**src/rtl/psht_pkg.sv**
```systemverilog
package psht_pkg;

   // table geometry, capacity is a power of two so the home slot is a bit-select
   localparam int CAPACITY   = 1024;
   localparam int IDX_W      = $clog2(CAPACITY);
   localparam int CNT_W      = $clog2(CAPACITY + 1);
   localparam int ADDR_SHIFT = 14;

   localparam int OP_W     = 2;
   localparam int KEY_W    = 64;
   localparam int SIZE_W   = 32;
   localparam int STATUS_W = 2;

   typedef enum logic [OP_W-1:0] {
      OP_INSERT = 2'd0,
      OP_REMOVE = 2'd1,
      OP_FIND   = 2'd2,
      OP_UNUSED = 2'd3
   } req_op_type;

   typedef enum logic [STATUS_W-1:0] {
      ST_OK        = 2'd0,
      ST_NOT_FOUND = 2'd1,
      ST_FULL      = 2'd2
   } rsp_status_type;

   typedef enum logic [1:0] {
      S_CLEAR,
      S_IDLE,
      S_PROBE
   } ctrl_state_type;

   typedef struct packed {
      logic              valid;
      logic [KEY_W-1:0]  key;
      logic [SIZE_W-1:0] size;
   } slot_row_type;

   typedef struct packed {
      logic             en;
      logic [IDX_W-1:0] addr;
      slot_row_type     row;
   } slot_wr_type;

endpackage

```
**src/rtl/psht_probe_ctrl.sv**
```systemverilog
module psht_probe_ctrl (
   input  logic                           clock,
   input  logic                           reset,
   input  logic                           start,
   output logic                           busy,
   input  logic [psht_pkg::OP_W-1:0]      req_type,
   input  logic [psht_pkg::KEY_W-1:0]     req_key,
   input  logic [psht_pkg::SIZE_W-1:0]    req_alloc_size,
   output logic                           rsp_valid,
   output logic [psht_pkg::SIZE_W-1:0]    rsp_found_size,
   output logic [psht_pkg::STATUS_W-1:0]  rsp_status,
   output logic [psht_pkg::CNT_W-1:0]     rsp_entry_count,
   output logic [psht_pkg::IDX_W-1:0]     rd_addr,
   input  psht_pkg::slot_row_type         rd_row,
   output psht_pkg::slot_wr_type          wr
);
   import psht_pkg::*;

   ctrl_state_type      state_ff, state_in;
   logic [IDX_W-1:0]    idx_ff, idx_in;
   logic [IDX_W-1:0]    probe_ff, probe_in;
   logic [CNT_W-1:0]    occ_ff, occ_in;
   logic [OP_W-1:0]     op_ff, op_in;
   logic [KEY_W-1:0]    key_ff, key_in;
   logic [SIZE_W-1:0]   size_ff, size_in;
   logic                rsp_valid_ff, rsp_valid_in;
   logic [SIZE_W-1:0]   rsp_size_ff, rsp_size_in;
   logic [STATUS_W-1:0] rsp_status_ff, rsp_status_in;
   logic [CNT_W-1:0]    rsp_count_ff, rsp_count_in;
   logic                last_probe;
   logic                key_hit;

   always_ff @(posedge clock) begin
      if (reset) begin
         state_ff     <= S_CLEAR;
         idx_ff       <= '0;
         probe_ff     <= '0;
         occ_ff       <= '0;
         rsp_valid_ff <= 1'b0;
      end else begin
         state_ff     <= state_in;
         idx_ff       <= idx_in;
         probe_ff     <= probe_in;
         occ_ff       <= occ_in;
         rsp_valid_ff <= rsp_valid_in;
      end
   end

   always_ff @(posedge clock) begin
      op_ff         <= op_in;
      key_ff        <= key_in;
      size_ff       <= size_in;
      rsp_size_ff   <= rsp_size_in;
      rsp_status_ff <= rsp_status_in;
      rsp_count_ff  <= rsp_count_in;
   end

   assign last_probe = (probe_ff == IDX_W'(CAPACITY - 1));
   assign key_hit    = (rd_row.key == key_ff);

   always_comb begin
      state_in      = state_ff;
      idx_in        = idx_ff;
      probe_in      = probe_ff;
      occ_in        = occ_ff;
      op_in         = op_ff;
      key_in        = key_ff;
      size_in       = size_ff;
      rsp_valid_in  = 1'b0;
      rsp_size_in   = rsp_size_ff;
      rsp_status_in = rsp_status_ff;
      wr            = '0;

      case (state_ff)
         S_CLEAR: begin
            // sweep every row to invalid after reset
            wr.en   = 1'b1;
            wr.addr = idx_ff;
            if (idx_ff == IDX_W'(CAPACITY - 1)) begin
               idx_in   = '0;
               state_in = S_IDLE;
            end else begin
               idx_in = idx_ff + IDX_W'(1);
            end
         end

         S_IDLE: begin
            if (start) begin
               op_in       = req_type;
               key_in      = req_key;
               size_in     = req_alloc_size;
               idx_in      = req_key[ADDR_SHIFT +: IDX_W];
               probe_in    = '0;
               rsp_size_in = '0;
               if (req_type == OP_INSERT && occ_ff >= CNT_W'(CAPACITY)) begin
                  rsp_valid_in  = 1'b1;
                  rsp_status_in = ST_FULL;
               end else if (req_type == OP_INSERT || req_type == OP_REMOVE ||
                            req_type == OP_FIND) begin
                  state_in = S_PROBE;
               end else begin
                  // unused request code: no table change
                  rsp_valid_in  = 1'b1;
                  rsp_status_in = ST_OK;
               end
            end
         end

         S_PROBE: begin
            case (op_ff)
               OP_INSERT: begin
                  if (!rd_row.valid) begin
                     wr.en         = 1'b1;
                     wr.addr       = idx_ff;
                     wr.row.valid  = 1'b1;
                     wr.row.key    = key_ff;
                     wr.row.size   = size_ff;
                     occ_in        = occ_ff + CNT_W'(1);
                     rsp_valid_in  = 1'b1;
                     rsp_status_in = ST_OK;
                     state_in      = S_IDLE;
                  end else if (last_probe) begin
                     rsp_valid_in  = 1'b1;
                     rsp_status_in = ST_FULL;
                     state_in      = S_IDLE;
                  end else begin
                     idx_in   = idx_ff + IDX_W'(1);
                     probe_in = probe_ff + IDX_W'(1);
                  end
               end

               OP_REMOVE, OP_FIND: begin
                  if (!rd_row.valid) begin
                     rsp_valid_in  = 1'b1;
                     rsp_status_in = ST_NOT_FOUND;
                     state_in      = S_IDLE;
                  end else if (key_hit) begin
                     rsp_valid_in  = 1'b1;
                     rsp_status_in = ST_OK;
                     state_in      = S_IDLE;
                     if (op_ff == OP_FIND) begin
                        rsp_size_in = rd_row.size;
                     end else begin
                        // no tombstone, the row simply goes invalid
                        wr.en        = 1'b1;
                        wr.addr      = idx_ff;
                        wr.row.valid = 1'b0;
                        wr.row.key   = rd_row.key;
                        wr.row.size  = rd_row.size;
                        if (occ_ff != '0) begin
                           occ_in = occ_ff - CNT_W'(1);
                        end
                     end
                  end else if (last_probe) begin
                     rsp_valid_in  = 1'b1;
                     rsp_status_in = ST_NOT_FOUND;
                     state_in      = S_IDLE;
                  end else begin
                     idx_in   = idx_ff + IDX_W'(1);
                     probe_in = probe_ff + IDX_W'(1);
                  end
               end

               default: begin
                  rsp_valid_in  = 1'b1;
                  rsp_status_in = ST_OK;
                  state_in      = S_IDLE;
               end
            endcase
         end

         default: begin
            state_in = S_IDLE;
         end
      endcase

      rsp_count_in = occ_in;
   end

   // read runs one slot ahead so the next row is there when the probe needs it
   assign rd_addr         = idx_in;
   assign busy            = (state_ff != S_IDLE);
   assign rsp_valid       = rsp_valid_ff;
   assign rsp_found_size  = rsp_size_ff;
   assign rsp_status      = rsp_status_ff;
   assign rsp_entry_count = rsp_count_ff;

endmodule

```
**config.mk**
```make
export PLATFORM = sky130hd
export DESIGN_NAME = psht_probe_ctrl
export DESIGN_NICKNAME = d
export VERILOG_FILES = /design/src/rtl/psht_pkg.sv /design/src/rtl/psht_probe_ctrl.sv
export SDC_FILE = /design/constraint.sdc
export NUM_CORES = 1
export LEC_CHECK = 0
export ABC_CLOCK_PERIOD_IN_PS = 13190
export BUFFER_PORTS_ARGS = -buffer_cell sky130_fd_sc_hd__buf_2
export CAP_MARGIN = 15
export CORE_AREA = 2 2 142 144
export CTS_CLUSTER_DIAMETER = 80
export CTS_CLUSTER_SIZE = 16
export DETAILED_ROUTE_END_ITERATION = 12
export DIE_AREA = 0 0 144 146
export HOLD_SLACK_MARGIN = 0.05
export PLACE_DENSITY = 0.86
export SYNTH_ARGS = -nofsm -noshare
export SYNTH_HDL_FRONTEND = slang
export SYNTH_SLANG_ARGS = --single-unit
export TNS_END_PERCENT = 10
```
**constraint.sdc**
```tcl
create_clock -name clock -period 13.19 [get_ports clock]
set_input_delay 1.319 -clock clock [delete_from_list [all_inputs] [get_ports clock]]
set_output_delay 1.319 -clock clock [all_outputs]
set_load 0.005 [all_outputs]
```
==> results of run 1 <==
## cells by family (layout without fill, tap and decap cells)
group | after synthesis | in the layout | synth area share
other | 0 | 2 | 0
XOR/XNOR | 66 | 66 | 0.0643
adder cells (fa/ha/maj) | 11 | 11 | 0.0153
AO/OA/AOI/OAI | 219 | 219 | 0.184
AND/OR/NAND/NOR | 243 | 243 | 0.145
flip-flops | 177 | 177 | 0.541
buffers and inverters | 67 | 422 | 0.0326
multiplexers | 15 | 15 | 0.0177
## worst min-delay path: stages (launching register included)
cell and delay (ns):
dfxtp_1 0.32, o31ai_1 0.06, a21oi_1 0.05
## area by class of cell
type,instances,area (um^2)
fill,1599,7760
sequential,177,4860
multi-input combinational,554,3860
timing repair buffer,368,1860
clock buffer,17,425
tap,265,332
clock inverter,15,146
inverter,22,82.6
antenna,2,5.00
## worst max path at each step
stage / slack [ns] / from / cells after the start / endpoint
after floorplan: 5.60 / start / 4 / rd_addr[6]
after global placement: 7.23 / rd_row[94] / 11 / wr[101]
after detailed placement: 7.16 / rd_row[51] / 11 / wr[99]
after CTS: 7.15 / rd_row[58] / 11 / wr[99]
after global routing: 6.90 / rd_row[51] / 11 / wr[98]
final: 7.03 / rd_row[51] / 11 / wr[103]
## power by group through the flow
| stage | registers (W) | clock network [W] | logic, W |
|---|---|---|---|
| final | 0.000642 | 0.000491 | 0.000138 |
| after global routing | 0.000644 | 0.000523 | 0.000150 |
| after CTS | 0.000642 | 0.000499 | 0.000137 |
| after detailed placement | 0.000654 | 0 | 0.000136 |
| after global placement | 0.000653 | 0 | 0.000133 |
| after floorplan | 0.000653 | 0 | 0.0000611 |
## registers in the layout (all words and copies together) (netlist names), 10 cells and up
register and cells:
key_ff 64, rsp_found_size 32, size_ff 32, occ_ff 11, rsp_entry_count 11, idx_ff 10, probe_ff 10
## per-stage QoR
stage | hold WS (ns) | util | std cells | total power [W]
2_1_floorplan | 0.452 | - | 798 | 0.000714
3_3_place_gp | 0.462 | 0.569 | 1386 | 0.000786
3_5_place_dp | 0.478 | 0.569 | 1386 | 0.000790
4_1_cts | 0.490 | 0.598 | 1418 | 0.00128
5_1_grt | 0.503 | 0.598 | 1419 | 0.00132
6_report | 0.486 | 0.599 | 1420 | 0.00127
## routing by layer
layer	share of wire	vias up	GRT usage
met5	0.00093	-	0
met4	0.023	4	0.0848
met3	0.099	53	0.0754
met2	0.49	456	0.457
met1	0.39	3957	0.355
li1	-	3746	-
## placed cells by master, fill, tap and decap left out, types with 4 or more instances in the layout
master / Yosys / final
o22ai_1: 5 / 5
a22o_1: 98 / 98
o31ai_1: 5 / 5
mux2_2: 7 / 7
buf_2: 9 / 362
a22oi_1: 6 / 6
or4_1: 4 / 4
clkinv_4: 0 / 4
ha_1: 11 / 11
or3_1: 9 / 9
a31oi_1: 15 / 15
nand3_1: 31 / 31
buf_4: 4 / 6
a21o_1: 5 / 5
nand2_1: 38 / 38
nor2_1: 44 / 43
mux2i_1: 8 / 8
clkbuf_16: 0 / 17
inv_1: 21 / 21
nand4_1: 25 / 25
o21ai_0: 28 / 28
and2_1: 36 / 36
edfxtp_1: 132 / 132
nor4_1: 9 / 9
nor2b_1: 15 / 15
nand2b_1: 4 / 4
xnor2_1: 66 / 66
nor3_1: 13 / 12
dfxtp_1: 45 / 45
a21oi_1: 25 / 24
==> results.sh, run 1 <==
export IMPL_grt_max_degree=99
export IMPL_cts_hold_buf=0
export IMPL_cts_buffers=17
export IMPL_cts_tree="yes"
export IMPL_synth_top_area_frac=0.441
export IMPL_start_util=0.465
export IMPL_wirelength_mm=30.0
export IMPL_synth_edff_count=132
export IMPL_cp_cell_sequence="buf_2, xnor2_1, nand4_1, nor4_1, nand4_1, nor3_4, buf_4, nor3_1, buf_4, nor2b_1, buf_2"
export IMPL_slew_viol_final=0
export IMPL_ys_warn_count=0
export IMPL_cts_clk_slew_worst_paths_ns=0.07
export IMPL_p_int_w=0.000937
export IMPL_final_area_um2=11600
export IMPL_clock_sinks=177
export IMPL_tightestPinTransition_ns=1.15
export IMPL_synth_area_um2=8990
export IMPL_clock_power_share=0.387
export IMPL_min_to="probe_ff[9]"
export IMPL_portBuffers=362
export IMPL_p_per_area_nw_per_um2=110
export IMPL_reg2reg_slack_ns=9.48
export IMPL_cpPeakStageDelay_ns=0.79
export IMPL_grt_pass1_wl_mm=44.0
export IMPL_cts_resized=0
export IMPL_setup_worst_path_end_class="output pin"
export IMPL_synthFlopType="edfxtp_1"
export IMPL_swShare=0.263
export IMPL_pre_cts_slack_ns=7.16
export IMPL_syn2layout_area_growth_pct=28.8
export IMPL_p_comb_frac=0.109
export IMPL_r2r_start="key_ff[5]"
export IMPL_hold_violations=0
export IMPL_min_delay_path_depth=2
export IMPL_vias=8216
export IMPL_status="completed"
export IMPL_die_area_um2=21000
export IMPL_dp_hpwl_mm=22.5
export IMPL_synth_top_cells_by_count="edfxtp_1 (132), a22o_1 (98), xnor2_1 (66), dfxtp_1 (45), nor2_1 (44)"
export IMPL_max_freq_ghz=0.162
export IMPL_avgSynthCellArea_um2=11.3
export IMPL_clock_root_buffer="clkbuf_16"
export IMPL_worstReg2RegEnd="rsp_found_size[1]"
export IMPL_maxCapViolCount=0
export IMPL_drc=0
export IMPL_cp_slowest_cell="buf_4"
export IMPL_syn_inst=798
export IMPL_cp_start_kind="primary input"
export IMPL_grt_remaining_overflow=0
export IMPL_cp_num_buf_inv=4
export IMPL_crit_required_ns=11.87
export IMPL_gr_usage_all_layers=0.277
export IMPL_relSlewSlack=0.234
export IMPL_core_um2=19300
export IMPL_fin_ws_ns=7.03
export IMPL_clock_latency_ns=0.45
export IMPL_r2r_cells=7
export IMPL_die_y_um=146
export IMPL_wl_per_cell_um=21.1
export IMPL_hold_start="probe_ff[9]"
export IMPL_synthArstFlopShare=0
export IMPL_ios=363
export IMPL_htree_levels=4
export IMPL_tns_ns=0
export IMPL_cts_buffer_depth=2
export IMPL_crit_arrival_ns=4.84
export IMPL_layout_drive_gt1_share=0.365
export IMPL_synthTopCellsByArea="edfxtp_1 (44%), dfxtp_1 (10%), a22o_1 (9.5%)"
export IMPL_synth_nets=1007
export IMPL_firstDrtPassIters=5
export IMPL_critPathTopFamily="simple AND/OR/NAND/NOR gates"
export IMPL_gp_congestion=0.997
export IMPL_yosysTopAreaCell="edfxtp_1"
export IMPL_std_cell_rows=51
export IMPL_drt_iter0_markers=973
export IMPL_ys_types=60
export IMPL_ir_drop_uv=86.9
export IMPL_fp_dieW_um=144
export IMPL_placed_area_um2=11000
export IMPL_critPathKind="in2out"
export IMPL_hold_path_class="reg2reg"
export IMPL_crit_fanout=97
export IMPL_yosys_register_bits=177
export IMPL_clock_skew_ns=0.0265
export IMPL_p_seq_frac=0.505
export IMPL_ys_seq_area_frac=0.541
export IMPL_ant_nets=0
export IMPL_setup_violations=0
export IMPL_vias_per_cell=5.79
export IMPL_fin_crit_ns=6.16
export IMPL_min_period_over_period=0.467
export IMPL_nNetsFinal=1349
export IMPL_post_cts_buffers=0
export IMPL_post_synth_top_count_cell="edfxtp_1"
export IMPL_netSwitchingPower_w=0.000335
export IMPL_total_leakage_power_nw=4.84
export IMPL_grt_pass1_vias=7750
export IMPL_rsz0062_at_grt="no"
export IMPL_antenna_found_initial=5
(Power assumes the default switching activity.)
==> run 2: changes to the inputs <==
- ABC_CLOCK_PERIOD_IN_PS: 13190 -> 5200
- CORE_AREA: 2 2 142 144 -> default
- CORE_ASPECT_RATIO: default -> 0.75
- CORE_UTILIZATION: default -> 44
- DIE_AREA: 0 0 144 146 -> default
- clock period: 13.19 -> 5.2 ns (I/O delays scaled with it)
==> run 2 against run 1 <==
Via count barely moved. Sequential power rose to 2.5 times the previous value. Sequential cell count did not move. Critical endpoint is now rd_addr[6].
==> results.sh, run 2 (same netlist as run 1, synthesis figures left out) <==
export IMPL_cts_resized=0
export IMPL_vias_per_cell=5.83
export IMPL_cts_buffer_depth=2
export IMPL_min_period_over_period=0.830
export IMPL_syn2layout_area_growth_pct=28.7
export IMPL_clock_power_share=0.380
export IMPL_grt_remaining_overflow=0
export IMPL_drt_iter0_markers=822
export IMPL_portBuffers=362
export IMPL_start_util=0.457
export IMPL_p_per_area_nw_per_um2=276
export IMPL_layout_drive_gt1_share=0.362
export IMPL_fin_crit_ns=4.32
export IMPL_crit_arrival_ns=3.80
export IMPL_r2r_cells=7
export IMPL_p_comb_frac=0.110
export IMPL_status="completed"
export IMPL_p_int_w=0.00240
export IMPL_clock_sinks=177
export IMPL_firstDrtPassIters=5
export IMPL_utilization=0.589
export IMPL_post_cts_buffers=0
export IMPL_maxCapViolCount=0
export IMPL_mostFrequentLayoutCell="buf_2"
export IMPL_swShare=0.249
export IMPL_vias=8221
export IMPL_max_freq_ghz=0.232
export IMPL_core_um2=19700
export IMPL_cp_slowest_cell="a221oi_2"
export IMPL_final_cell_mix="buf_2 (362), edfxtp_1 (132), a22o_1 (98)"
export IMPL_crit_top_cell="nand4_1"
export IMPL_ios=363
export IMPL_clock_latency_ns=0.43
export IMPL_rsz0062_at_grt="no"
export IMPL_critPathKind="reg2out"
export IMPL_cp_cell_sequence="xnor2_1, nand4_1, nor4_1, nand4_1, a221oi_2, o211ai_1, o21ai_0, buf_2"
export IMPL_slew_viol_final=0
export IMPL_grt_pass1_vias=7617
export IMPL_dp_hpwl_mm=21.6
export IMPL_cts_tree="yes"
export IMPL_cp_start_kind="flop"
export IMPL_hold_start="req_key[24]"
export IMPL_drc=0
export IMPL_wl_per_cell_um=20.5
export IMPL_antenna_found_initial=1
export IMPL_std_cell_rows=44
export IMPL_crit_fanout=12
export IMPL_cts_clk_slew_worst_paths_ns=0.07
export IMPL_wirelength_mm=28.9
export IMPL_gr_usage_all_layers=0.269
export IMPL_ant_nets=0
export IMPL_grt_pass1_wl_mm=43.0
export IMPL_relSlewSlack=0.288
export IMPL_netSwitchingPower_w=0.000795
export IMPL_grt_max_degree=98
export IMPL_p_seq_frac=0.510
export IMPL_nNetsFinal=1350
export IMPL_hold_path_class="in2reg"
export IMPL_cpPeakStageDelay_ns=0.94
export IMPL_setup_violations=0
export IMPL_clock_root_buffer="clkbuf_16"
export IMPL_top_register="key_ff"
export IMPL_die_area_um2=21000
export IMPL_r2r_start="key_ff[6]"
export IMPL_crit_start="key_ff[6]"
export IMPL_tightestPinTransition_ns=1.07
export IMPL_hold_violations=0
export IMPL_gp_congestion=0.987
export IMPL_ir_drop_uv=201
export IMPL_tns_ns=0
export IMPL_cts_hold_buf=0
export IMPL_die_y_um=126
export IMPL_min_delay_path_depth=1
export IMPL_htree_levels=4
export IMPL_clock_skew_ns=0.00779
export IMPL_fp_dieW_um=167
export IMPL_cts_buffers=17
export IMPL_setup_worst_path_end_class="output pin"
export IMPL_total_leakage_power_nw=4.83
export IMPL_crit_required_ns=4.68
export IMPL_largest_register_ffs=64
-- run 2: cell count changes in the layout (fill, tap and decap cells not counted), moves of 2 or more --
cell / before / now
buf_12: 0 / 2
clkinv_1: 2 / 5
clkinv_4: 4 / 1
inv_8: 3 / 1
clkinv_8: 2 / 0
clkbuf_1: 0 / 2
clkinvlp_4: 2 / 4
-- run 2: cell type report --
cell class | count | area, um^2
antenna | 2 | 5.00
clock buffer | 19 | 433
clock inverter | 13 | 113
fill | 1603 | 8080
inverter | 22 | 82.6
multi-input combinational | 554 | 3870
sequential | 177 | 4860
tap | 253 | 317
timing repair buffer | 369 | 1890
-- run 2: critical path: cells and delay by family, from the launching register on --
| kind | cells | cell delay, ns |
|---|---|---|
| XOR/XNOR | 1 | 0.33 |
| AO/OA/AOI/OAI | 3 | 1.33 |
| flip-flops | 1 | 0.41 |
| AND/OR/NAND/NOR | 3 | 1.16 |
| buffers and inverters | 1 | 0.14 |
-- run 2: per-layer routing --
metal  global-route usage  vias to the layer above  share of wire
met5                    0                        -              0
met4               0.0882                        0          0.021
met3               0.0704                       54           0.10
met2                0.442                      546           0.47
met1                0.346                     3877           0.41
li1                     -                     3744              -
-- run 2: power groups by stage --
stage / Clock [W] / Sequential, W / Combinational (W)
after floorplan: 0 / 0.00165 / 0.000155
after global placement: 0 / 0.00166 / 0.000341
after detailed placement: 0 / 0.00166 / 0.000348
after CTS: 0.00123 / 0.00163 / 0.000349
after global routing: 0.00129 / 0.00163 / 0.000380
final: 0.00121 / 0.00163 / 0.000353
-- run 2: path summary, 6_finish.rpt --
| kind | endpoint | slack [ns] |
|---|---|---|
| hold / removal | key_ff[24] | 0.26 |
| setup reg to reg | rsp_found_size[4] | 1.41 |
| hold reg to reg | probe_ff[9] | 0.50 |
| setup / recovery | rd_addr[6] | 0.88 |
-- run 2: stage by stage --
stage	instances	power, W	hold WS (ns)	area, um^2	setup WS (ns)
after floorplan	798	0.00181	0.452	8990	0.902
final	1409	0.00320	0.257	11600	0.884
after global placement	1375	0.00200	0.466	11000	1.36
after detailed placement	1375	0.00201	0.479	11000	1.26
after CTS	1407	0.00321	0.241	11600	1.02
after global routing	1407	0.00330	0.235	11600	0.711
==> run 3: changes to the inputs <==
- ABC_CLOCK_PERIOD_IN_PS: 5200 -> 4370
- CORE_UTILIZATION: 44 -> 49
- PLACE_DENSITY: 0.86 -> 0.9
- clock period: 5.2 -> 4.37 ns (I/O delays scaled with it)
==> run 3 against run 2 <==
Combinational power rose by 20%. First-iteration DRC count rose by 40%. Hold slack got worse by 0.089 ns. Non-clock buffer count rose by 2. Wire length rose by 1.5%. Sequential cell count did not move. Sequential share of layout area fell by 0.11 points. Critical endpoint is now wr[105]. Highest routed layer unchanged.
==> results.sh, run 3 (same netlist as run 1, synthesis figures left out) <==
export IMPL_status="completed"
export IMPL_cp_slowest_cell="nor4_1"
export IMPL_p_comb_frac=0.110
export IMPL_critPathTopFamily="simple AND/OR/NAND/NOR gates"
export IMPL_max_freq_ghz=0.254
export IMPL_min_delay_path_depth=1
export IMPL_grt_remaining_overflow=0
export IMPL_syn2layout_area_growth_pct=29.1
export IMPL_wl_met3_mm=3.04
export IMPL_cts_resized=0
export IMPL_cts_hold_buf=0
export IMPL_die_area_um2=18900
export IMPL_highest_layer="met4"
export IMPL_rsz0062_at_grt="no"
export IMPL_cts_tree="yes"
export IMPL_clock_root_buffer="clkbuf_16"
export IMPL_hold_violations=0
export IMPL_reg2reg_slack_ns=1.31
export IMPL_core_um2=17800
export IMPL_htree_levels=4
export IMPL_wirelength_mm=29.3
export IMPL_nNetsFinal=1352
export IMPL_portBuffers=362
export IMPL_swShare=0.264
export IMPL_ant_nets=0
export IMPL_post_cts_buffers=0
export IMPL_cp_start_kind="flop"
export IMPL_utilization=0.651
export IMPL_layout_drive_gt1_share=0.368
export IMPL_clock_sinks=177
export IMPL_gr_usage_all_layers=0.308
export IMPL_min_to="key_ff[37]"
export IMPL_dp_hpwl_mm=21.8
export IMPL_relSlewSlack=0.422
export IMPL_holdWs_ns=0.168
export IMPL_antenna_found_initial=0
export IMPL_grt_max_degree=98
export IMPL_r2r_cells=9
export IMPL_grt_pass1_vias=7601
export IMPL_vias=8357
export IMPL_cp_num_buf_inv=2
export IMPL_hold_path_class="in2reg"
export IMPL_p_seq_frac=0.503
export IMPL_worstReg2RegEnd="rsp_found_size[31]"
export IMPL_cp_cell_sequence="xnor2_1, nand4_1, nor4_1, nand4_1, nor3_4, buf_12, nor3_2, nor2b_1, buf_2"
export IMPL_mostFrequentLayoutCell="buf_2"
export IMPL_n_antenna_cell=0
export IMPL_hold_start="req_key[37]"
export IMPL_netSwitchingPower_w=0.00102
export IMPL_start_util=0.505
export IMPL_wl_per_cell_um=21.0
export IMPL_cts_buffer_depth=2
export IMPL_p_int_w=0.00283
export IMPL_ir_drop_uv=236
export IMPL_cts_buffers=17
export IMPL_tns_ns=0
export IMPL_r2r_start="key_ff[45]"
export IMPL_clock_skew_ns=0.0169
export IMPL_crit_top_cell="nand4_1"
export IMPL_final_cell_mix="buf_2 (362), edfxtp_1 (132), a22o_1 (98)"
export IMPL_met1Wirelength_mm=11.6
export IMPL_maxCapViolCount=0
export IMPL_die_y_um=119
export IMPL_fin_ws_ns=0.437
export IMPL_critPathKind="reg2out"
export IMPL_pre_cts_slack_ns=0.729
export IMPL_std_cell_rows=42
export IMPL_crit_arrival_ns=3.50
export IMPL_crit_fanout=97
export IMPL_tightestPinTransition_ns=0.862
export IMPL_clock_power_share=0.386
export IMPL_setup_violations=0
export IMPL_gp_congestion=0.992
export IMPL_top_register="key_ff"
export IMPL_firstDrtPassIters=7
export IMPL_cts_clk_slew_worst_paths_ns=0.08
export IMPL_drt_iter0_markers=1150
export IMPL_clock_latency_ns=0.44
export IMPL_fp_dieW_um=158
export IMPL_vias_per_cell=5.98
export IMPL_largest_register_ffs=64
export IMPL_setup_worst_path_end_class="output pin"
export IMPL_grt_pass1_wl_mm=43.2
export IMPL_fin_crit_ns=3.93
export IMPL_ios=363
export IMPL_crit_required_ns=3.93
export IMPL_crit_start="key_ff[45]"
export IMPL_total_leakage_power_nw=4.86
export IMPL_cpPeakStageDelay_ns=0.51
export IMPL_dr_wl_met2_mm=13.7
export IMPL_min_period_over_period=0.900
export IMPL_p_per_area_nw_per_um2=331
export IMPL_slew_viol_final=0
export IMPL_drc=0
[run 3: cell types whose count changed in the layout (fill, tap and decap cells not counted), sizes merged]
cell	change
inv	+4
buf	+2
clkbuf	-2
clkinvlp	-2
diode	-2
bufinv	-1
clkinv	+1
[run 3: worst max-delay path by stage]
stage	depth (start not counted)	slack, ns	endpoint
global placement	10	0.95	wr[103]
detailed placement	10	0.73	wr[105]
finish	9	0.44	wr[105]
floorplan	5	0.15	rd_addr[6]
global route	9	0.18	wr[105]
CTS	9	0.43	wr[105]
[run 3: per-layer routing]
layer  up-vias  global-route usage
li1       3748                   -
met1      3920               0.408
met2       613               0.484
met5         -                   0
met4         0               0.116
met3        76              0.0779
[run 3: area by class of cell]
| type | count | area [um^2] |
|---|---|---|
| sequential | 177 | 4860 |
| tap | 242 | 303 |
| fill | 1358 | 6210 |
| clock inverter | 15 | 143 |
| multi-input combinational | 554 | 3870 |
| inverter | 22 | 82.6 |
| timing repair buffer | 371 | 1920 |
| clock buffer | 17 | 425 |
[run 3: worst register-to-register path, stage by stage, from the launching register on]
cell and delay, ns:
edfxtp_1 0.40, xnor2_1 0.21, nand4_1 0.18, nor4_1 0.51, and4_1 0.29, buf_4 0.23, and2_1 0.17, nand3_1 0.13
a21oi_4 0.16, buf_4 0.40
[run 3: power groups by stage]
stage               Combinational (W)  Clock, W  Sequential [W]
floorplan                    0.000185         0         0.00197
global placement             0.000406         0         0.00197
detailed placement           0.000416         0         0.00197
CTS                          0.000419   0.00150         0.00194
global route                 0.000458   0.00157         0.00194
finish                       0.000424   0.00148         0.00194
[run 3: metrics by stage]
stage	total power, W	std cells	instance area (um^2)
after floorplan	0.00215	798	8990
after global placement	0.00238	1366	11000
after detailed placement	0.00239	1366	11000
after CTS	0.00385	1398	11600
after global routing	0.00398	1398	11600
final	0.00384	1398	11600
